[src/rtl/g2e_pkg.sv]
package g2e_pkg;

  localparam int CORDIC_ITERATIONS = 32;
  localparam int ITER_W = 6;
  localparam int ANG_W = 35;
  localparam int XY_W = 34;
  localparam int MAG_W = 32;
  localparam int ALT_W = 32;
  localparam int AXIS_W = 33;
  localparam int RATIO_W = 32;
  localparam int NUM_W = 64;
  localparam int ROOT_W = 32;
  localparam int SQ_REM_W = 36;
  localparam int QUO_W = 35;
  localparam int DREM_W = 33;
  localparam int PROD_R_W = 34;
  localparam int SUM_W = 37;
  localparam int POS_W = 35;
  localparam int LATENCY = CORDIC_ITERATIONS + ROOT_W + QUO_W + 8;

  localparam logic signed [ANG_W-1:0] PI_Q30 = 35'sd3373259426;
  localparam logic signed [ANG_W-1:0] HALF_PI_Q30 = 35'sd1686629713;
  localparam logic signed [XY_W-1:0] CORDIC_GAIN = 34'sd652032874;
  localparam logic signed [SUM_W-1:0] INNER_LIMIT = 37'sd12000000000;
  localparam logic signed [SUM_W-1:0] OUT_LIMIT = 37'sd9000000000;
  localparam logic [QUO_W-1:0] QUO_LIMIT = 35'd12000000000;
  localparam logic [AXIS_W-1:0] AXIS_RESET = 33'd6378137000;
  localparam logic [RATIO_W-1:0] RATIO_RESET = 32'd4280567084;
  localparam logic [NUM_W-1:0] ROUND_HALF = NUM_W'(64'd1 << 29);

  typedef enum logic [0:0] {
    CFG_SEMI_MAJOR = 1'b0,
    CFG_AXIS_RATIO = 1'b1
  } cfg_idx_e;

  localparam logic signed [ANG_W-1:0] ATAN_TAB [11] = '{
    35'sd843314857, 35'sd497837829, 35'sd263043837, 35'sd133525159,
    35'sd67021687, 35'sd33543516, 35'sd16775851, 35'sd8388437,
    35'sd4194283, 35'sd2097149, 35'sd1048576
  };

  typedef struct packed {
    logic                    flip_lat;
    logic                    flip_lon;
    logic signed [ALT_W-1:0] alt;
  } cordic_pl_t;

  typedef struct packed {
    logic                    c_neg;
    logic                    s_neg;
    logic                    xa_neg;
    logic                    za_neg;
    logic [PROD_R_W-1:0]     altc;
    logic [PROD_R_W-1:0]     alts;
    logic [NUM_W-1:0]        num_x;
    logic [NUM_W-1:0]        num_z;
    logic signed [XY_W-1:0]  cl;
    logic signed [XY_W-1:0]  sl;
  } sqrt_pl_t;

  typedef struct packed {
    logic                    c_neg;
    logic                    s_neg;
    logic                    xa_neg;
    logic                    za_neg;
    logic [PROD_R_W-1:0]     altc;
    logic [PROD_R_W-1:0]     alts;
    logic signed [XY_W-1:0]  cl;
    logic signed [XY_W-1:0]  sl;
    logic                    ovf_x;
    logic                    ovf_z;
    logic [ROOT_W-1:0]       den;
  } div_pl_t;

  function automatic logic signed [ANG_W-1:0] atan_step(input logic [ITER_W-1:0] i);
    logic signed [ANG_W-1:0] r;
    logic [ANG_W-1:0] one;
    one = ANG_W'(1);
    if (i < ITER_W'(11)) begin
      r = ATAN_TAB[i[3:0]];
    end else if (i <= ITER_W'(30)) begin
      r = $signed(one << (ITER_W'(30) - i));
    end else begin
      r = '0;
    end
    return r;
  endfunction

  function automatic logic [MAG_W-1:0] mag(input logic signed [XY_W-1:0] v);
    logic [XY_W-1:0] a;
    a = v[XY_W-1] ? -v : v;
    return a[MAG_W-1:0];
  endfunction

  function automatic logic signed [SUM_W-1:0] clamp(input logic signed [SUM_W-1:0] v,
                                                     input logic signed [SUM_W-1:0] lim);
    logic signed [SUM_W-1:0] r;
    if (v > lim) begin
      r = lim;
    end else if (v < -lim) begin
      r = -lim;
    end else begin
      r = v;
    end
    return r;
  endfunction

endpackage

[src/rtl/g2e_sqrt_cell.sv]
module g2e_sqrt_cell (
  input  logic                           clk_i,
  input  logic                           en_i,
  input  logic [g2e_pkg::NUM_W-1:0]      rad_i,
  input  logic [g2e_pkg::SQ_REM_W-1:0]   rem_i,
  input  logic [g2e_pkg::ROOT_W-1:0]     root_i,
  output logic [g2e_pkg::NUM_W-1:0]      rad_o,
  output logic [g2e_pkg::SQ_REM_W-1:0]   rem_o,
  output logic [g2e_pkg::ROOT_W-1:0]     root_o
);

  logic [g2e_pkg::SQ_REM_W-1:0] rem_sh, trial, rem_d, rem_q;
  logic [g2e_pkg::ROOT_W-1:0]   root_d, root_q;
  logic [g2e_pkg::NUM_W-1:0]    rad_q;

  always_comb begin
    rem_sh = {rem_i[g2e_pkg::SQ_REM_W-3:0], rad_i[g2e_pkg::NUM_W-1 -: 2]};
    trial  = g2e_pkg::SQ_REM_W'({root_i, 2'b01});
    if (rem_sh >= trial) begin
      rem_d  = rem_sh - trial;
      root_d = {root_i[g2e_pkg::ROOT_W-2:0], 1'b1};
    end else begin
      rem_d  = rem_sh;
      root_d = {root_i[g2e_pkg::ROOT_W-2:0], 1'b0};
    end
  end

  always_ff @(posedge clk_i) begin
    if (en_i) begin
      rad_q  <= rad_i << 2;
      rem_q  <= rem_d;
      root_q <= root_d;
    end
  end

  assign rad_o  = rad_q;
  assign rem_o  = rem_q;
  assign root_o = root_q;

endmodule

[config.mk]
export PLATFORM = sky130hd
export DESIGN_NAME = g2e_sqrt_cell
export DESIGN_NICKNAME = d
export VERILOG_FILES = /design/src/rtl/g2e_pkg.sv /design/src/rtl/g2e_sqrt_cell.sv
export SDC_FILE = /design/constraint.sdc
export NUM_CORES = 1
export LEC_CHECK = 0
export ABC_AREA = 1
export ABC_CLOCK_PERIOD_IN_PS = 2000
export BUFFER_PORTS_ARGS = -buffer_cell sky130_fd_sc_hd__buf_2
export CAP_MARGIN = 15
export CELL_PAD_IN_SITES_DETAIL_PLACEMENT = 1
export CELL_PAD_IN_SITES_GLOBAL_PLACEMENT = 1
export CORE_MARGIN = 3
export CORE_UTILIZATION = 34
export CTS_BUF_LIST = sky130_fd_sc_hd__clkbuf_4 sky130_fd_sc_hd__clkbuf_8
export DETAILED_ROUTE_END_ITERATION = 10
export PLACE_DENSITY = 0.83
export REMOVE_ABC_BUFFERS = 1
export SYNTH_ARGS = -nofsm -noshare
export SYNTH_HDL_FRONTEND = slang
export SYNTH_SLANG_ARGS = --single-unit
[constraint.sdc]
create_clock -name clk_i -period 2 [get_ports clk_i]
set_clock_uncertainty 0.2 [all_clocks]
set_input_delay 0.1 -clock clk_i [delete_from_list [all_inputs] [get_ports clk_i]]
set_output_delay 0.1 -clock clk_i [all_outputs]
set_load 0.01 [all_outputs]
# Yosys cells after proc, flatten, opt, wreduce, memory -nomap -nowiden
# Index checks and enable logic that the tools add are counted.
# totals
ff_bits	130
in_bits	134
# classes
add_sub_neg	1
order_cmp	1
mux	2
# ops
operator	n
$ge 36x34->1	1
$mux 36	1
$sub 36x34->36	1
$mux 1	1

# Longest topological paths before layout
# depth
word_depth	2
depth_mapped	16
mapped_depth_nobuf	15

# Least setup slack after synthesis
# No wires, ideal clock.
# synth_timing
path_kind	input to register
startpoint	in root_i[13] (netlist bit)
endpoint	reg rem_q (netlist bit rem_o[17]), data pin
t_arrival_ns	1.483
required_time_ns	1.548
setup_slack_ns	0.065
stages	13
cell_sequence	inv_1 ha_1 nand2_2 inv_1 nand2_1 nand2_1 a21oi_1 nand3_2 nand3_4 nand2_8 buf_4 nand2_1 nand2_1
# synth_between
elab_chain_len	2
elab_cells_between_ends	3
cone_classes	add/sub (1); order compare (1); mux (1)
# synth_rtl
element	line_no	text
start: declaration	g2e_sqrt_cell.sv:6	input logic [g2e_pkg::ROOT_W-1:0] root_i,
$sub 36x34->36 or $ge 36x34->1 (tied branches)	g2e_sqrt_cell.sv:20, g2e_sqrt_cell.sv:19	
$mux 36 (*)	g2e_sqrt_cell.sv:19	if (rem_sh >= trial) begin
net rem_d, one bit	g2e_sqrt_cell.sv:12	logic [g2e_pkg::SQ_REM_W-1:0] rem_sh, trial, rem_d, rem_q;
end signal: assignment	g2e_sqrt_cell.sv:31	rem_q <= rem_d;
end: declaration	g2e_sqrt_cell.sv:12	
# The timed path passes the listed nets; every way through them passes the cells marked *.
# A chain may end at the register's enable or synchronous reset.

# Worst setup path in the final report
# layout_timing
startpoint	in rem_i[33] (netlist bit)
endpoint	reg rem_q (netlist bit rem_o[13]), data pin
# layout_between
elab_chain_len	2
# layout_rtl
element	line_no	text
start: declaration	g2e_sqrt_cell.sv:5	input logic [g2e_pkg::SQ_REM_W-1:0] rem_i,
$ge 36x34->1	g2e_sqrt_cell.sv:19	
$mux 36	g2e_sqrt_cell.sv:19	
net rem_d, one bit	g2e_sqrt_cell.sv:12	
# The timed path passes the listed nets, and every way through them passes these cells.

==> results.sh <==
export IMPL_worstHoldPathType="input port to register"
export IMPL_grt_ovfl_total=0
export IMPL_die_area_mm2=0.0230
export IMPL_status="complete, no violations"
export IMPL_drive_above_1_share=0.335
export IMPL_ys_ff_latch=130
export IMPL_synth_top_area_frac=0.542
export IMPL_endpoint_kind="register"
export IMPL_wl_per_cell_um=19.7
export IMPL_via_per_inst=4.81
export IMPL_powerDensity_mw_per_mm2=717
export IMPL_slew_viol_final=0
export IMPL_coreArea_mm2=0.0206
export IMPL_drtIter0Drc=496
export IMPL_start_kind="input port"
export IMPL_postPlaceCellArea_mm2=0.00979
export IMPL_crit_required_ns=2.02
export IMPL_fin_crit_ns=1.95
export IMPL_h_tree_depth=4
export IMPL_crit_type="input port to register"
export IMPL_grt_pass1_vias=8470
export IMPL_synthMostInstantiatedCell="nand2_1"
export IMPL_p_leak_nw=5.85
export IMPL_ir_worst_vdd_uv=391
export IMPL_fill_cells=2488
export IMPL_cts_root_buf="clkbuf_8"
export IMPL_diodes=0
export IMPL_hold_viol_final=0
export IMPL_ys_warn_count=0
export IMPL_finalSetupTns_ns=0
export IMPL_ys_top_cells_by_area="edfxtp_1, nand2_1, inv_1, ha_1, nor2_1"
export IMPL_final_net_count=1517
export IMPL_cts_sinks=130
export IMPL_grt_start_max_net_pins=36
export IMPL_synthArstFlopShare=0
export IMPL_final_area_mm2=0.0117
export IMPL_path_clk_slew_ns=0.10
export IMPL_yosysTopAreaCell="edfxtp_1"
export IMPL_placementRows=52
export IMPL_synthFlopType="edfxtp_1"
export IMPL_setup_viol_count_final=0
export IMPL_yosysSeqAreaShare=0.542
export IMPL_clockBufferDepth=2
export IMPL_area_growth_pct=61.7
export IMPL_syn_inst=823
export IMPL_drc=0
export IMPL_max_freq_mhz=512
export IMPL_syn_avg_cell_area_um2=8.76
export IMPL_drt_wl_total_mm=32.1
export IMPL_arrival_ns=1.97
export IMPL_drt_pass1_iterations=5
export IMPL_initial_core_util=0.351
export IMPL_synth_edff_count=130
export IMPL_synth_commonest_cells="nand2_1, inv_1, edfxtp_1, nor2_1, nand3_1"
export IMPL_port_buffers=261
export IMPL_grt_antenna_before_repair=0
export IMPL_vias=7845
export IMPL_dp_hpwl_mm=20.8
export IMPL_post_route_period_util=0.976
export IMPL_synth_distinct_cells=29
export IMPL_cap_violations=0
export IMPL_total_power_mw=8.35
export IMPL_synth_area_mm2=0.00721
export IMPL_track_usage=0.273
export IMPL_fp_dieH_um=152
export IMPL_path_max_fanout=11
export IMPL_io_pins=266
export IMPL_route_antenna_remaining_nets=0
export IMPL_tritoncts="done"
export IMPL_die_w_um=152
export IMPL_gp_congestion=0.858
export IMPL_grt_pass1_wl_mm=47.4
export IMPL_cts_buffers=17
registers in the layout, indices dropped and copies added (netlist names):
signal,cells
rad_o,62
root_o,32
rem_o,36
timing repair:
action | CTS | global route
endpoints found under the hold margin | 160 | 0
setup buffers | 0 | 3
hold buffers | 131 | 0
endpoints found under the setup margin | 0 | 33
resized for setup | 0 | 28
cell families after synthesis:
family          after synthesis  synth area share
xor+xnor                     18            0.0219
buf+inv                     144            0.0825
compound gates               43            0.0333
simple gates                453             0.261
fa+ha+maj                    34            0.0590
flops                       130             0.542
other cells                   1          0.000520
layer usage:
metal | global-route usage | part of all wire | routed length (um) | vias up
met5 | 0 | 0 | 0 | -
met4 | 0.0988 | 0.034 | 1100 | 0
met3 | 0.0470 | 0.058 | 1870 | 67
met2 | 0.516 | 0.52 | 16600 | 315
met1 | 0.305 | 0.39 | 12500 | 3785
li1 | - | - | - | 3678
power by group:
part | leakage (nW) | internal (mW) | switching (mW)
clock | 0.206 | 1.26 | 1.31
sequential | 1.27 | 3.32 | 0.0989
combinational | 4.37 | 1.06 | 1.30
metrics by stage:
step,cells,util,hold WS (ns),worst slack (ns)
2_1_floorplan,816,-,-0.00113,0.0422
3_3_place_gp,1466,0.476,0.0762,-0.331
3_5_place_dp,1466,0.476,0.0784,-0.375
4_1_cts,1629,0.560,0.0887,0.0760
5_1_grt,1632,0.567,0.0787,-0.0407
6_report,1632,0.567,0.0611,0.0472
layout by cell type, fill, tap and decap left out, types with 9 or more instances in the layout:
master / instances
nand2_1: 312
buf_2: 260
inv_1: 135
dlygate4sd3_1: 131
edfxtp_1: 130
buf_4: 113
nor2_1: 52
nand3_1: 34
ha_1: 29
a21oi_1: 26
xor2_1: 17
clkbuf_8: 17
nand2_2: 14
nand3b_1: 12
buf_12: 9
final cells by class:
cell class | instances | area [um^2] | area share
Tap cell | 270 | 338 | 0.0290
Timing Repair Buffer | 514 | 3650 | 0.313
Clock buffer | 18 | 241 | 0.0207
Inverter | 136 | 515 | 0.0442
Multi-Input combinational cell | 550 | 2830 | 0.243
Clock inverter | 14 | 175 | 0.0150
Sequential cell | 130 | 3900 | 0.335
path summary, 6_finish.rpt:
check             cells past startpoint        end  startpoint
setup / recovery                     13  rem_o[13]   rem_i[33]
hold / removal                        5  rem_o[19]   rem_i[17]
worst max-delay path, cell delays in order:
cell	delay [ns]
dlygate4sd3_1	0.54
buf_2	0.16
nor2_2	0.15
nand2_1	0.07
inv_1	0.07
nand2_1	0.08
a21oi_2	0.17
nor2_4	0.08
nand2_8	0.10
inv_6	0.07
buf_12	0.15
nand2_1	0.10
nand2_1	0.11
(Power assumes the default switching activity.)
