--- src/rtl/g2e_pkg.sv ---
package g2e_pkg;

  localparam int CORDIC_ITERATIONS = 32;
  localparam int ITER_W = 6;
  localparam int ANG_W = 35;
  localparam int XY_W = 34;
  localparam int MAG_W = 32;
  localparam int ALT_W = 32;
  localparam int AXIS_W = 33;
  localparam int RATIO_W = 32;
  localparam int NUM_W = 64;
  localparam int ROOT_W = 32;
  localparam int SQ_REM_W = 36;
  localparam int QUO_W = 35;
  localparam int DREM_W = 33;
  localparam int PROD_R_W = 34;
  localparam int SUM_W = 37;
  localparam int POS_W = 35;
  localparam int LATENCY = CORDIC_ITERATIONS + ROOT_W + QUO_W + 8;

  localparam logic signed [ANG_W-1:0] PI_Q30 = 35'sd3373259426;
  localparam logic signed [ANG_W-1:0] HALF_PI_Q30 = 35'sd1686629713;
  localparam logic signed [XY_W-1:0] CORDIC_GAIN = 34'sd652032874;
  localparam logic signed [SUM_W-1:0] INNER_LIMIT = 37'sd12000000000;
  localparam logic signed [SUM_W-1:0] OUT_LIMIT = 37'sd9000000000;
  localparam logic [QUO_W-1:0] QUO_LIMIT = 35'd12000000000;
  localparam logic [AXIS_W-1:0] AXIS_RESET = 33'd6378137000;
  localparam logic [RATIO_W-1:0] RATIO_RESET = 32'd4280567084;
  localparam logic [NUM_W-1:0] ROUND_HALF = NUM_W'(64'd1 << 29);

  typedef enum logic [0:0] {
    CFG_SEMI_MAJOR = 1'b0,
    CFG_AXIS_RATIO = 1'b1
  } cfg_idx_e;

  localparam logic signed [ANG_W-1:0] ATAN_TAB [11] = '{
    35'sd843314857, 35'sd497837829, 35'sd263043837, 35'sd133525159,
    35'sd67021687, 35'sd33543516, 35'sd16775851, 35'sd8388437,
    35'sd4194283, 35'sd2097149, 35'sd1048576
  };

  typedef struct packed {
    logic                    flip_lat;
    logic                    flip_lon;
    logic signed [ALT_W-1:0] alt;
  } cordic_pl_t;

  typedef struct packed {
    logic                    c_neg;
    logic                    s_neg;
    logic                    xa_neg;
    logic                    za_neg;
    logic [PROD_R_W-1:0]     altc;
    logic [PROD_R_W-1:0]     alts;
    logic [NUM_W-1:0]        num_x;
    logic [NUM_W-1:0]        num_z;
    logic signed [XY_W-1:0]  cl;
    logic signed [XY_W-1:0]  sl;
  } sqrt_pl_t;

  typedef struct packed {
    logic                    c_neg;
    logic                    s_neg;
    logic                    xa_neg;
    logic                    za_neg;
    logic [PROD_R_W-1:0]     altc;
    logic [PROD_R_W-1:0]     alts;
    logic signed [XY_W-1:0]  cl;
    logic signed [XY_W-1:0]  sl;
    logic                    ovf_x;
    logic                    ovf_z;
    logic [ROOT_W-1:0]       den;
  } div_pl_t;

  function automatic logic signed [ANG_W-1:0] atan_step(input logic [ITER_W-1:0] i);
    logic signed [ANG_W-1:0] r;
    logic [ANG_W-1:0] one;
    one = ANG_W'(1);
    if (i < ITER_W'(11)) begin
      r = ATAN_TAB[i[3:0]];
    end else if (i <= ITER_W'(30)) begin
      r = $signed(one << (ITER_W'(30) - i));
    end else begin
      r = '0;
    end
    return r;
  endfunction

  function automatic logic [MAG_W-1:0] mag(input logic signed [XY_W-1:0] v);
    logic [XY_W-1:0] a;
    a = v[XY_W-1] ? -v : v;
    return a[MAG_W-1:0];
  endfunction

  function automatic logic signed [SUM_W-1:0] clamp(input logic signed [SUM_W-1:0] v,
                                                     input logic signed [SUM_W-1:0] lim);
    logic signed [SUM_W-1:0] r;
    if (v > lim) begin
      r = lim;
    end else if (v < -lim) begin
      r = -lim;
    end else begin
      r = v;
    end
    return r;
  endfunction

endpackage

--- src/rtl/g2e_div_cell.sv ---
module g2e_div_cell (
  input  logic                          clk_i,
  input  logic                          en_i,
  input  logic [g2e_pkg::ROOT_W-1:0]    den_i,
  input  logic [g2e_pkg::NUM_W-1:0]     num_i,
  input  logic [g2e_pkg::DREM_W-1:0]    rem_i,
  input  logic [g2e_pkg::QUO_W-1:0]     quo_i,
  output logic [g2e_pkg::NUM_W-1:0]     num_o,
  output logic [g2e_pkg::DREM_W-1:0]    rem_o,
  output logic [g2e_pkg::QUO_W-1:0]     quo_o
);

  logic [g2e_pkg::DREM_W-1:0] rem_sh, den_ext, rem_d, rem_q;
  logic [g2e_pkg::QUO_W-1:0]  quo_d, quo_q;
  logic [g2e_pkg::NUM_W-1:0]  num_q;

  always_comb begin
    rem_sh  = {rem_i[g2e_pkg::DREM_W-2:0], num_i[g2e_pkg::NUM_W-1]};
    den_ext = g2e_pkg::DREM_W'(den_i);
    if (rem_sh >= den_ext) begin
      rem_d = rem_sh - den_ext;
      quo_d = {quo_i[g2e_pkg::QUO_W-2:0], 1'b1};
    end else begin
      rem_d = rem_sh;
      quo_d = {quo_i[g2e_pkg::QUO_W-2:0], 1'b0};
    end
  end

  always_ff @(posedge clk_i) begin
    if (en_i) begin
      num_q <= num_i << 1;
      rem_q <= rem_d;
      quo_q <= quo_d;
    end
  end

  assign num_o = num_q;
  assign rem_o = rem_q;
  assign quo_o = quo_q;

endmodule

--- config.mk ---
export PLATFORM = sky130hd
export DESIGN_NAME = g2e_div_cell
export DESIGN_NICKNAME = d
export VERILOG_FILES = /design/src/rtl/g2e_pkg.sv /design/src/rtl/g2e_div_cell.sv
export SDC_FILE = /design/constraint.sdc
export NUM_CORES = 1
export LEC_CHECK = 0
export BUFFER_PORTS_ARGS = -buffer_cell sky130_fd_sc_hd__buf_2
export CORE_AREA = 2 2 124 126
export DETAILED_ROUTE_END_ITERATION = 7
export DIE_AREA = 0 0 126 128
export HOLD_SLACK_MARGIN = 0.12
export PLACE_DENSITY_LB_ADDON = 0.05
export SLEW_MARGIN = 30
export SYNTH_ARGS = -nofsm -noshare
export SYNTH_HDL_FRONTEND = slang
export SYNTH_SLANG_ARGS = --single-unit
export TNS_END_PERCENT = 100
--- constraint.sdc ---
create_clock -name clk_i -period 2.5 [get_ports clk_i]
set_input_delay 0.25 -clock clk_i [delete_from_list [all_inputs] [get_ports clk_i]]
set_output_delay 0.25 -clock clk_i [all_outputs]
set_load 0.01 [all_outputs]
# [Word-level counts from Yosys, hierarchy flattened]
# Cells that the tools add are included.
[word_totals] regBits=131 in_bits=166 out_inout_bits=132 wordCells=7
[classes] addsub=1 magnitude_cmp=1 mux=2
[op_table] operator="$ge 33x32->1" count=1
[op_table] operator="$mux 33" count=1
[op_table] operator="$sub 33x32->33" count=1
[op_table] operator="$mux 1" count=1

# [Depth between registers and ports, before layout]
# Gate-level depths: netlist of the first run.
[logic_depth] ltp_word=2 ltp_mapped=13 mapped_depth_nobuf=11

# [Worst setup path before layout of the first run]
# Ideal clock, no wire load.
[synth_timing] path_kind="input-to-reg" startpoint="input port den_i[19] in the netlist's numbering" endpoint="register rem_q (netlist bit rem_o[27]) (data pin)" setup_time_ns=0.265 arrival_ns=2.507 t_required_ns=2.235 path_slack_ns=-0.273 path_stages=12 n_path_buf=1 path_cell_list="inv_1 -> ha_1 -> clkbuf_2 -> nand2_1 -> o21a_1 -> a21boi_1 -> or3_1 -> o21ai_2 -> a41oi_4 -> inv_2 -> mux2_1 -> or3_1"
[synth_via] elab_chain_len=2 word_cells_on_any_way=3 classes_between="1 x add/sub; 1 x order compare; 1 x mux"
[synth_lines] element="start, declared" line_no="g2e_div_cell.sv:4" text="input logic [g2e_pkg::ROOT_W-1:0] den_i,"
[synth_lines] element="$sub 33x32->33 / $ge 33x32->1 (equally long branches)" line_no="g2e_div_cell.sv:21, g2e_div_cell.sv:20"
[synth_lines] element="$mux 33 (*)" line_no="g2e_div_cell.sv:20" text="if (rem_sh >= den_ext) begin"
[synth_lines] element="net rem_d, one bit" line_no="g2e_div_cell.sv:13" text="logic [g2e_pkg::DREM_W-1:0] rem_sh, den_ext, rem_d, rem_q;"
[synth_lines] element="end signal, assigned" line_no="g2e_div_cell.sv:32" text="rem_q <= rem_d;"
[synth_lines] element="end, declared" line_no="g2e_div_cell.sv:13"
# The timed path passes the listed nets; every way through them passes the cells marked *.
# A chain may end at the register's enable or synchronous reset.

# [Final worst setup path of the first run]
[layout_timing] startpoint="input port rem_i[13] in the netlist's numbering" endpoint="register rem_q (netlist bit rem_o[27]) (data pin)"
[layout_via] elab_chain_len=2 word_cells_on_any_way=3 classes_between="1 x add/sub; 1 x order compare; 1 x mux"
[layout_lines] element="start, declared" line_no="g2e_div_cell.sv:6" text="input logic [g2e_pkg::DREM_W-1:0] rem_i,"
[layout_lines] element="$sub 33x32->33 / $ge 33x32->1 (equally long branches)" line_no="g2e_div_cell.sv:21, g2e_div_cell.sv:20"
[layout_lines] element="$mux 33 (*)" line_no="g2e_div_cell.sv:20"
[layout_lines] element="net rem_d, one bit" line_no="g2e_div_cell.sv:13"
# Marks and branches as above.

==> results of run 1 <==
## flip-flops by register name, summed over array words and instances, names as in the netlist
name   count
num_o     63
quo_o     35
rem_o     33
## per-stage QoR
step / instance area [um^2] / std cells / utilization (%) / setup TNS (ns) / power, W
after floorplan: 6240 / 478 / - / -0.201 / 0.00340
after global placement: 8610 / 1040 / 57.9 / -5.21 / 0.00406
after detailed placement: 8610 / 1040 / 57.9 / -6.84 / 0.00409
after CTS: 10300 / 1176 / 69.2 / 0 / 0.00687
after global routing: 10300 / 1177 / 69.4 / 0 / 0.00713
final: 10300 / 1178 / 69.4 / 0 / 0.00684
## final cells by class
type	instances	share of cell area (%)
Sequential cell	131	38.1
Timing Repair Buffer	494	31.7
Multi-Input combinational cell	287	20.0
Clock buffer	18	4.16
Tap cell	188	2.28
Clock inverter	14	1.97
Inverter	44	1.67
Antenna cell	2	0.0485
## power groups by stage
stage,clock network (W),registers (W),logic (W)
3_5_place_dp,0,0.00278,0.00131
6_report,0.00264,0.00274,0.00146
4_1_cts,0.00269,0.00273,0.00145
2_1_floorplan,0,0.00290,0.000493
5_1_grt,0.00279,0.00275,0.00159
3_3_place_gp,0,0.00277,0.00129
## timing repair
action	4_1_cts	5_1_grt
hold buffers	104	0
hold endpoints to repair	104	0
resized for setup	0	6
setup endpoints to repair	0	5
## synth_stat cells, types with 6 or more instances
cell type	n
sky130_fd_sc_hd__a21o_1	12
sky130_fd_sc_hd__a21oi_1	32
sky130_fd_sc_hd__clkbuf_1	8
sky130_fd_sc_hd__edfxtp_1	131
sky130_fd_sc_hd__ha_1	32
sky130_fd_sc_hd__inv_1	43
sky130_fd_sc_hd__nand2_1	43
sky130_fd_sc_hd__nand3_1	10
sky130_fd_sc_hd__nand4_1	6
sky130_fd_sc_hd__nor2_1	12
sky130_fd_sc_hd__o211ai_1	6
sky130_fd_sc_hd__o21ai_0	42
sky130_fd_sc_hd__xnor2_1	16
sky130_fd_sc_hd__xor2_1	12
## cells in the final DEF (no fill, tap or decap), drive strengths merged, types with 2 or more instances in the layout
master       instances
a211oi               3
a21boi               3
a21o                12
a21oi               33
a31oi                5
and2                 2
and3                 4
and4                 2
buf                390
bufinv               4
clkbuf              18
clkinv               6
diode                2
dlygate4sd3        104
edfxtp             131
ha                  32
inv                 47
mux2                 2
nand2               43
nand2b               3
nand3               10
nand4                6
nor2                12
nor2b                3
nor3                 2
o211ai               6
o21a                 5
o21ai               46
o21bai               5
o31ai                4
or3                  3
xnor2               16
xor2                12
## logic make-up (layout without fill, tap and decap cells)
family	after synthesis	in the layout	synth area share [%]
DFF	131	131	64.0
AOI/OAI and AO/OA	130	130	13.4
and+or+nand+nor	93	93	7.35
buffers and inverters	60	570	3.97
adders and majority gates	33	33	6.84
xor gates and xnor gates	28	28	3.99
muxes	2	2	0.366
other	1	3	0.0610
## how the worst min path moves through the flow
stage               startpoint         to  slack [ns]  cells after the start
finish               rem_i[14]  rem_o[15]        0.13                      3
global route          rem_i[2]   rem_o[3]        0.13                      3
CTS                   rem_i[8]   rem_o[9]        0.12                      3
detailed placement   quo_i[22]  quo_o[23]        0.43                      1
global placement     num_i[10]  num_o[11]        0.43                      1
floorplan             num_i[9]  num_o[10]        0.35                      0
## layer usage
layer / track usage, % / vias up / wire [um]
met2: 43.6 / 211 / 10200
met5: 0 / - / 0
met1: 23.4 / 2637 / 7050
li1: - / 2766 / -
met4: 10.5 / 0 / 601
met3: 6.22 / 38 / 1050
==> run metrics, run 1 <==
outcome complete, no violations; average via count per standard cell 4.80; fill cell total of the finished layout 1130; num ports 298; slowest cell on the critical path sky130_fd_sc_hd__ha_2; Area contributors post-synth sky130_fd_sc_hd__edfxtp_1 (64%), sky130_fd_sc_hd__ha_1 (6.5%), sky130_fd_sc_hd__o21ai_0 (3.4%), sky130_fd_sc_hd__inv_1 (2.6%), sky130_fd_sc_hd__nand2_1 (2.6%); average instance area after synthesis 12.9 um^2; Fin. Hold Viols 0; clock net sink count 131; share of the yosys chip area belonging to registers 64.0%; number of enable flip-flop cells after synthesis 131; min setup slack post-route 0.108 ns; most used cell along the critical path sky130_fd_sc_hd__or3_1; distinct cell type count of the synthesized netlist 53; Overflow after GRT 0; cell type with the largest total area after synthesis sky130_fd_sc_hd__edfxtp_1; fraction of registers with async set/reset 0%; CP Depth 11; share of total power in the clock network 38.6%; CTS buffer count 17; Initial DRT Pass Iterations 6; pre-CTS setup slack -0.387 ns; clock-pin slew on the worst setup and hold paths 0.06 ns; CP Data Arrival Time 2.56 ns; Max Fanout on Critical Path 7; Register Area 0.00393 mm^2; maximum number of pins on one net before global-route repair 47; Post-CTS Setup Bufs 0; wire length of the first global-routing pass 28600 um; clock period minus final worst setup slack 2.39 ns; crit start category input port; max-slew violation count 0; total wire length 18900 um; HPWL Detailed 13500 um; number of core rows 45; buffer depth of the longest clock path 2; Int Pwr 0.00510 W; number of global-route vias before repair 5780; Total Nets Final 1174; crit path cell chain buf_2 > ha_2 > a21oi_2 > o211ai_1 > a21boi_2 > or3_1 > o21ai_2 > a41oi_4 > inv_2 > mux2_4 > or3_1; maximum vdd ir drop 0.000415 V; fraction of synthesized cell area taken by the top area cell type 64.0%; number of endpoints failing setup at the final stage 0; GPL Wtd Cong 0.888; H-tree levels 4; WP data required 2.66 ns; aggregate global-route resource usage 23.0%; maximum cell stage delay along the critical path 0.39 ns; worst-case hold slack 0.132 ns; number of register bits inferred by synthesis 131; Clk Tree Root Cell sky130_fd_sc_hd__clkbuf_16; drt initial violations 282; Synth Flop Type sky130_fd_sc_hd__edfxtp_1; Peak Freq 0.418 GHz; remaining number of nets flagged by the antenna check after routing 0; clock tree from TritonCTS built; final worst path period share 95.7%; worst setup path startpoint rem_i[13]; combinational cell fraction of total power 21.3%; width of the chip 126 um; setup repair after global routing missed its margin no; area growth from synthesis to layout 67.8%; starting density of the core 41.3%; count of buffers inserted at the top-level ports 294; vertical die dimension 128 um; number of antenna violations at the first check in global routing 3; Flop pwr share 40.0%; Buffers & Inverters on Critical Path 2; cell type group with the largest total delay on the critical path compound AO/OA/AOI/OAI gates; via count of the routed design 5652; capturing instance or port of the critical path rem_o[27]; die area 0.0161 mm^2; yosys synthesis warning count 0; combined area of the multi-input logic cells 0.00206 mm^2; share of final-layout standard cells stronger than drive strength 1 45.0%; fraction of power spent switching nets 25.4%; number of max-capacitance violations reported 0; post-synthesis cell count 478; power density over the cells 663 mW/mm^2; DRC Markers 0; leak pwr 4.71 nW; type of element capturing the critical path register; Critical Setup Path Class in -> reg; post-detailed-route wirelength per cell 16.0 um; Syn Std Cell Area 0.00614 mm^2; core area 0.0149 mm^2; Tightest Hold Check Type in -> reg; NetSw 0.00174 W; net count after synthesis 677
Power figures use the tool's default switching activity.
==> inputs of run 2 (changes only) <==
--- a/config.mk
+++ b/config.mk
@@ -10,7 +10,7 @@
 export DETAILED_ROUTE_END_ITERATION = 7
 export DIE_AREA = 0 0 126 128
 export HOLD_SLACK_MARGIN = 0.12
-export PLACE_DENSITY_LB_ADDON = 0.05
+export PLACE_DENSITY = 0.76
 export SLEW_MARGIN = 30
 export SYNTH_ARGS = -nofsm -noshare
 export SYNTH_HDL_FRONTEND = slang
==> run 2 against run 1 <==
  * Final area down 0.78%
  * Hold slack better by 0.0097 ns
  * Critical path depth unchanged
  * Sequential power about the same
  * Wire length up 9.9%
  * Total power down 1.8%
  * First-iteration DRC count up 21%
  * Critical endpoint unchanged
==> run metrics, run 2 (synthesis results as in run 1) <==
remaining number of nets flagged by the antenna check after routing 0 (unchanged); average via count per standard cell 4.93 (+2.8%); width of the chip 126 um (unchanged); cell depth of the worst min-delay path 3 (unchanged); combinational cell fraction of total power 21.8% (+0.5 points); Total Nets Final 1174 (unchanged); Critical Setup Path Class in -> reg; Tightest Pin Transition 0.511 ns; WP data required 2.66 ns (about the same); crit start category input port; Peak Freq 0.417 GHz (-0.21%); maximum cell stage delay along the critical path 0.35 ns (-0.04 ns); number of max-capacitance violations reported 0 (unchanged); maximum number of pins on one net before global-route repair 48 (+2.1%); Max Fanout on Critical Path 4 (-3); core area 0.0149 mm^2 (unchanged); type of element capturing the critical path register; slowest cell on the critical path sky130_fd_sc_hd__ha_1; setup repair after global routing missed its margin yes; min setup slack post-route 0.103 ns (-0.00502 ns); fraction of power spent switching nets 26.9% (+1.5 points); Int Pwr 0.00491 W (-3.8%); power density over the cells 656 mW/mm^2 (-1.0%); share of total power in the clock network 37.3% (-1.3 points); die area 0.0161 mm^2 (unchanged); area growth from synthesis to layout 66.5%; number of global-route vias before repair 6009 (+4.0%); via count of the routed design 5799 (+2.6%); vertical die dimension 128 um (unchanged); CTS buffer count 17 (unchanged); H-tree levels 4 (unchanged); number of endpoints failing setup at the final stage 0 (unchanged); Flop pwr share 40.9% (+0.9 points); Fin. Hold Viols 0 (unchanged); clock-pin slew on the worst setup and hold paths 0.06 ns (about the same); maximum vdd ir drop 0.000424 V (+2.1%); starting density of the core 41.3% (unchanged); most frequent cells in the layout sky130_fd_sc_hd__buf_2 (293), sky130_fd_sc_hd__edfxtp_1 (131), sky130_fd_sc_hd__dlygate4sd3_1 (102); Inserted Diodes 0 (-2); GPL Wtd Cong 0.930 (+4.7%); Buffers & Inverters on Critical Path 2 (unchanged); aggregate global-route resource usage 25.2% (+2.2 points); Clk Tree Root Cell sky130_fd_sc_hd__clkbuf_16; setup TNS 0 ns (unchanged); Post-CTS Setup Bufs 0 (unchanged); HPWL Detailed 14200 um (+4.9%); NetSw 0.00181 W (+4.0%); CP Data Arrival Time 2.56 ns (about the same); buffer depth of the longest clock path 2 (unchanged); cell type group with the largest total delay on the critical path compound AO/OA/AOI/OAI gates; most frequent standard cell in the layout excluding fill and tap cells sky130_fd_sc_hd__buf_2; number of core rows 45 (unchanged); wire length of the first global-routing pass 31100 um (+8.8%); share of final-layout standard cells stronger than drive strength 1 45.2% (+0.20 points); outcome complete, no violations; pre-CTS setup slack -0.347 ns (+0.0402 ns); num ports 298 (unchanged); most used cell along the critical path sky130_fd_sc_hd__or3_1; Tightest Hold Check Type in -> reg; Overflow after GRT 0 (unchanged); count of buffers inserted at the top-level ports 294 (unchanged); crit path cell chain buf_2 > ha_1 > a21oi_2 > o211ai_1 > a21boi_2 > or3_1 > o21ai_2 > a41oi_4 > inv_2 > mux2_4 > or3_1; clock period minus final worst setup slack 2.40 ns (+0.00502 ns); clock net sink count 131 (unchanged); slew margin rel. 65.9%; Worst Hold End rem_o[4]; Initial DRT Pass Iterations 5 (-1); DRC Markers 0 (unchanged); final worst path period share 95.9% (+0.20 points); leak pwr 4.68 nW (-0.67%); total wire length 20800 um (+9.9%); post-detailed-route wirelength per cell 17.7 um (+10%); clock tree from TritonCTS built; number of antenna violations at the first check in global routing 1 (-2); flip-flop count of the largest register after layout 63 (unchanged); max-slew violation count 0 (unchanged); drt initial violations 341 (+21%); fill cell total of the finished layout 1088 (-3.7%); startpoint of the lowest-slack hold path rem_i[3]
-- run 2: layout make-up --
class	instances	area, um^2	area share [%]
clock buffer	17	425	4.16
inverter	44	173	1.69
clock inverter	15	171	1.68
sequential	131	3930	38.4
tap	188	235	2.30
timing repair buffer	494	3250	31.7
multi-input combinational	287	2050	20.0
-- run 2: timing repair --
action / CTS / global route
setup endpoints to repair: 0 / 16
gates resized for setup: 0 / 4
hold endpoints to repair: 102 / 0
hold buffers: 102 / 0
-- run 2: power groups by stage --
stage	Clock (W)	Sequential [W]	Combinational, W
2_1_floorplan	0	0.00290	0.000493
3_3_place_gp	0	0.00277	0.00128
3_5_place_dp	0	0.00278	0.00130
4_1_cts	0.00254	0.00274	0.00144
5_1_grt	0.00265	0.00277	0.00159
6_report	0.00250	0.00275	0.00146
-- run 2: tightest hold or removal path, stage by stage --
cell                      delay, ns
sky130_fd_sc_hd__buf_2         0.09
sky130_fd_sc_hd__nand2_1       0.04
sky130_fd_sc_hd__o21ai_0       0.06
-- run 2: metrics by stage --
step           hold slack (ns)  power, W  util (%)  instances  cell area, um^2
6_report                 0.141   0.00671      68.8       1176            10200
5_1_grt                  0.136   0.00700      68.8       1176            10200
4_1_cts                  0.124   0.00672      68.7       1176            10200
3_5_place_dp             0.428   0.00408      57.9       1042             8600
3_3_place_gp             0.426   0.00405      57.9       1042             8600
2_1_floorplan            0.349   0.00340         -        478             6240
-- run 2: worst max path at each step --
stage / start / cells past startpoint / end / slack [ns]
2_1_floorplan: den_i[19] / 12 / rem_o[27] / -0.20
5_1_grt: rem_i[15] / 11 / rem_o[27] / -0.02
3_3_place_gp: rem_i[13] / 11 / rem_o[27] / -0.27
3_5_place_dp: den_i[8] / 11 / rem_o[27] / -0.35
4_1_cts: den_i[8] / 11 / rem_o[27] / 0.09
6_report: rem_i[13] / 11 / rem_o[27] / 0.10
-- run 2: metal layers --
| layer | track usage (%) | share of wire, % | up-vias |
|---|---|---|---|
| met5 | 0 | 0.063 | - |
| met4 | 10.5 | 3.5 | 2 |
| met3 | 6.80 | 6.7 | 51 |
| met2 | 45.0 | 52 | 274 |
| met1 | 28.5 | 38 | 2709 |
| li1 | - | - | 2763 |
==> inputs of run 3 (changes only) <==
--- a/config.mk
+++ b/config.mk
@@ -10,7 +10,7 @@
 export DETAILED_ROUTE_END_ITERATION = 7
 export DIE_AREA = 0 0 126 128
 export HOLD_SLACK_MARGIN = 0.12
-export PLACE_DENSITY = 0.76
+export PLACE_DENSITY = 0.81
 export SLEW_MARGIN = 30
 export SYNTH_ARGS = -nofsm -noshare
 export SYNTH_HDL_FRONTEND = slang
==> run 3 against run 2 <==
  * Wire length grew 1.4%
  * Hold slack lost 0.014 ns
  * Total power shrank 1.5%
  * Clock power shrank 4%
  * Die area is the same
  * Critical path depth is the same
==> run metrics, run 3 (synthesis results as in run 1) <==
cell depth of the worst min-delay path 3 (unchanged); number of global-route vias before repair 5819 (-3.2%); number of antenna violations at the first check in global routing 2 (+1); GPL Wtd Cong 0.902 (-3.0%); startpoint of the lowest-slack hold path rem_i[20]; clock-pin slew on the worst setup and hold paths 0.06 ns (about the same); share of total power in the clock network 36.3% (-1.0 points); drt initial violations 387 (+13%); met3 global-route usage 6.43% (-0.38 points); area growth from synthesis to layout 65.3%; power density over the cells 651 mW/mm^2 (-0.79%); number of core rows 45 (unchanged); remaining number of nets flagged by the antenna check after routing 0 (unchanged); leak pwr 4.60 nW (-1.7%); maximum number of pins on one net before global-route repair 70 (+46%); combinational cell fraction of total power 22.1% (+0.3 points); aggregate global-route resource usage 25.5% (+0.36 points); H-tree levels 4 (unchanged); pre-CTS setup slack -0.369 ns (-0.0225 ns); count of buffers inserted at the top-level ports 294 (unchanged); via count of the routed design 5708 (-1.6%); setup TNS 0 ns (unchanged); worst-case hold slack 0.128 ns (-0.0136 ns); NetSw 0.00182 W (+0.97%); post-layout power 0.00661 W (-1.5%); most utilized layer in the global route result met2; DRC Markers 0 (unchanged); num ports 298 (unchanged); Worst Hold End rem_o[21]; buffer depth of the longest clock path 2 (unchanged); core area 0.0149 mm^2 (unchanged); outcome complete, no violations; CTS buffer count 17 (unchanged); Int Pwr 0.00479 W (-2.5%); final worst path period share 97.2% (+1.3 points); Initial DRT Pass Iterations 5 (unchanged); Tightest Hold Check Type in -> reg; CP Data Arrival Time 2.59 ns (+0.03 ns); width of the chip 126 um (unchanged); most frequent standard cell in the layout excluding fill and tap cells sky130_fd_sc_hd__buf_2; Critical Setup Path Class in -> reg; Peak Freq 0.411 GHz (-1.4%); min setup slack post-route 0.0694 ns (-0.0332 ns); Clk Tree Root Cell sky130_fd_sc_hd__clkbuf_16; number of endpoints failing setup at the final stage 0 (unchanged); Total Nets Final 1161 (-1.1%); flip-flop count of the largest register after layout 63 (unchanged); Overflow after GRT 0 (unchanged); max-slew violation count 0 (unchanged); HPWL Detailed 14000 um (-1.3%); number of max-capacitance violations reported 0 (unchanged); starting density of the core 41.3% (unchanged); fraction of power spent switching nets 27.6% (+0.69 points); clock tree from TritonCTS built; wire length of the first global-routing pass 31200 um (+0.33%); Max Fanout on Critical Path 5 (+1); clock net sink count 131 (unchanged); Fin. Hold Viols 0 (unchanged); die area 0.0161 mm^2 (unchanged); post-detailed-route wirelength per cell 18.1 um (+2.5%); crit start category input port; total wire length 21100 um (+1.4%); maximum vdd ir drop 0.000437 V (+3.1%); average via count per standard cell 4.90 (-0.55%); share of final-layout standard cells stronger than drive strength 1 44.4% (-0.83 points); met2 routing resource usage after global routing 47.5% (+2.5 points); Flop pwr share 41.6% (+0.7 points); vertical die dimension 128 um (unchanged); type of element capturing the critical path register; most frequent cells in the layout sky130_fd_sc_hd__buf_2 (293), sky130_fd_sc_hd__edfxtp_1 (131), sky130_fd_sc_hd__dlygate4sd3_1 (104); WP data required 2.66 ns (about the same); met1 Use GR 27.4% (-1.1 points); clock period minus final worst setup slack 2.43 ns (+0.0332 ns); Post-CTS Setup Bufs 0 (unchanged)
[run 3: cell count changes in the layout (fill, tap and decap cells not counted), sizes merged, moves of 2 or more]
cell / change
buf: -15
clkbuf: +2
clkinvlp: +2
dlygate4sd3: +2
inv: -2
[run 3: power by group through the flow]
stage / clock [W] / combinational [W] / sequential [W]
5_1_grt: 0.00254 / 0.00157 / 0.00276
6_report: 0.00240 / 0.00146 / 0.00275
4_1_cts: 0.00241 / 0.00142 / 0.00274
2_1_floorplan: 0 / 0.000493 / 0.00290
3_3_place_gp: 0 / 0.00125 / 0.00277
3_5_place_dp: 0 / 0.00128 / 0.00278
[run 3: worst max-delay path: stages]
cell and delay, ns:
sky130_fd_sc_hd__buf_2 0.11, sky130_fd_sc_hd__ha_2 0.39, sky130_fd_sc_hd__nand2_1 0.09, sky130_fd_sc_hd__o211ai_1 0.23, sky130_fd_sc_hd__a21boi_2 0.10, sky130_fd_sc_hd__or3_1 0.32
sky130_fd_sc_hd__o21ai_2 0.21, sky130_fd_sc_hd__a41oi_4 0.14, sky130_fd_sc_hd__inv_2 0.10, sky130_fd_sc_hd__mux2_4 0.30, sky130_fd_sc_hd__or3_1 0.36
[run 3: metrics by stage]
step,cells,area (um^2),util (%)
after global placement,1027,8500,57.2
after detailed placement,1027,8500,57.2
after global routing,1164,10200,68.3
after floorplan,478,6240,-
final,1164,10200,68.3
after CTS,1163,10100,68.0
[run 3: how the worst max path moves through the flow]
stage | end | cells after the start | slack, ns | from
finish | rem_o[27] | 11 | 0.07 | rem_i[14]
global route | rem_o[27] | 11 | -0.006 | den_i[8]
CTS | rem_o[27] | 12 | 0.04 | den_i[16]
detailed placement | rem_o[27] | 12 | -0.37 | den_i[16]
global placement | rem_o[27] | 11 | -0.31 | rem_i[15]
floorplan | rem_o[27] | 12 | -0.20 | den_i[19]
[run 3: repair_timing]
item / in CTS / in global routing
endpoints found under the hold margin: 104 / 0
hold buffers: 104 / 0
setup endpoints to repair: 0 / 1
resized for setup: 0 / 9
[run 3: routing by layer]
| layer | part of all wire (%) | wire, um | vias up |
|---|---|---|---|
| li1 | - | - | 2734 |
| met1 | 37 | 7800 | 2690 |
| met2 | 54 | 11400 | 234 |
| met3 | 5.9 | 1240 | 48 |
| met4 | 2.9 | 617 | 2 |
| met5 | 0.062 | 13 | - |
[run 3: layout make-up]
type | instances | area [um^2]
Sequential cell | 131 | 3930
Multi-Input combinational cell | 287 | 2080
Tap cell | 188 | 235
Fill cell | 1061 | 4710
Timing Repair Buffer | 481 | 3170
Clock inverter | 13 | 128
Antenna cell | 1 | 2.50
Clock buffer | 19 | 433
Inverter | 44 | 173
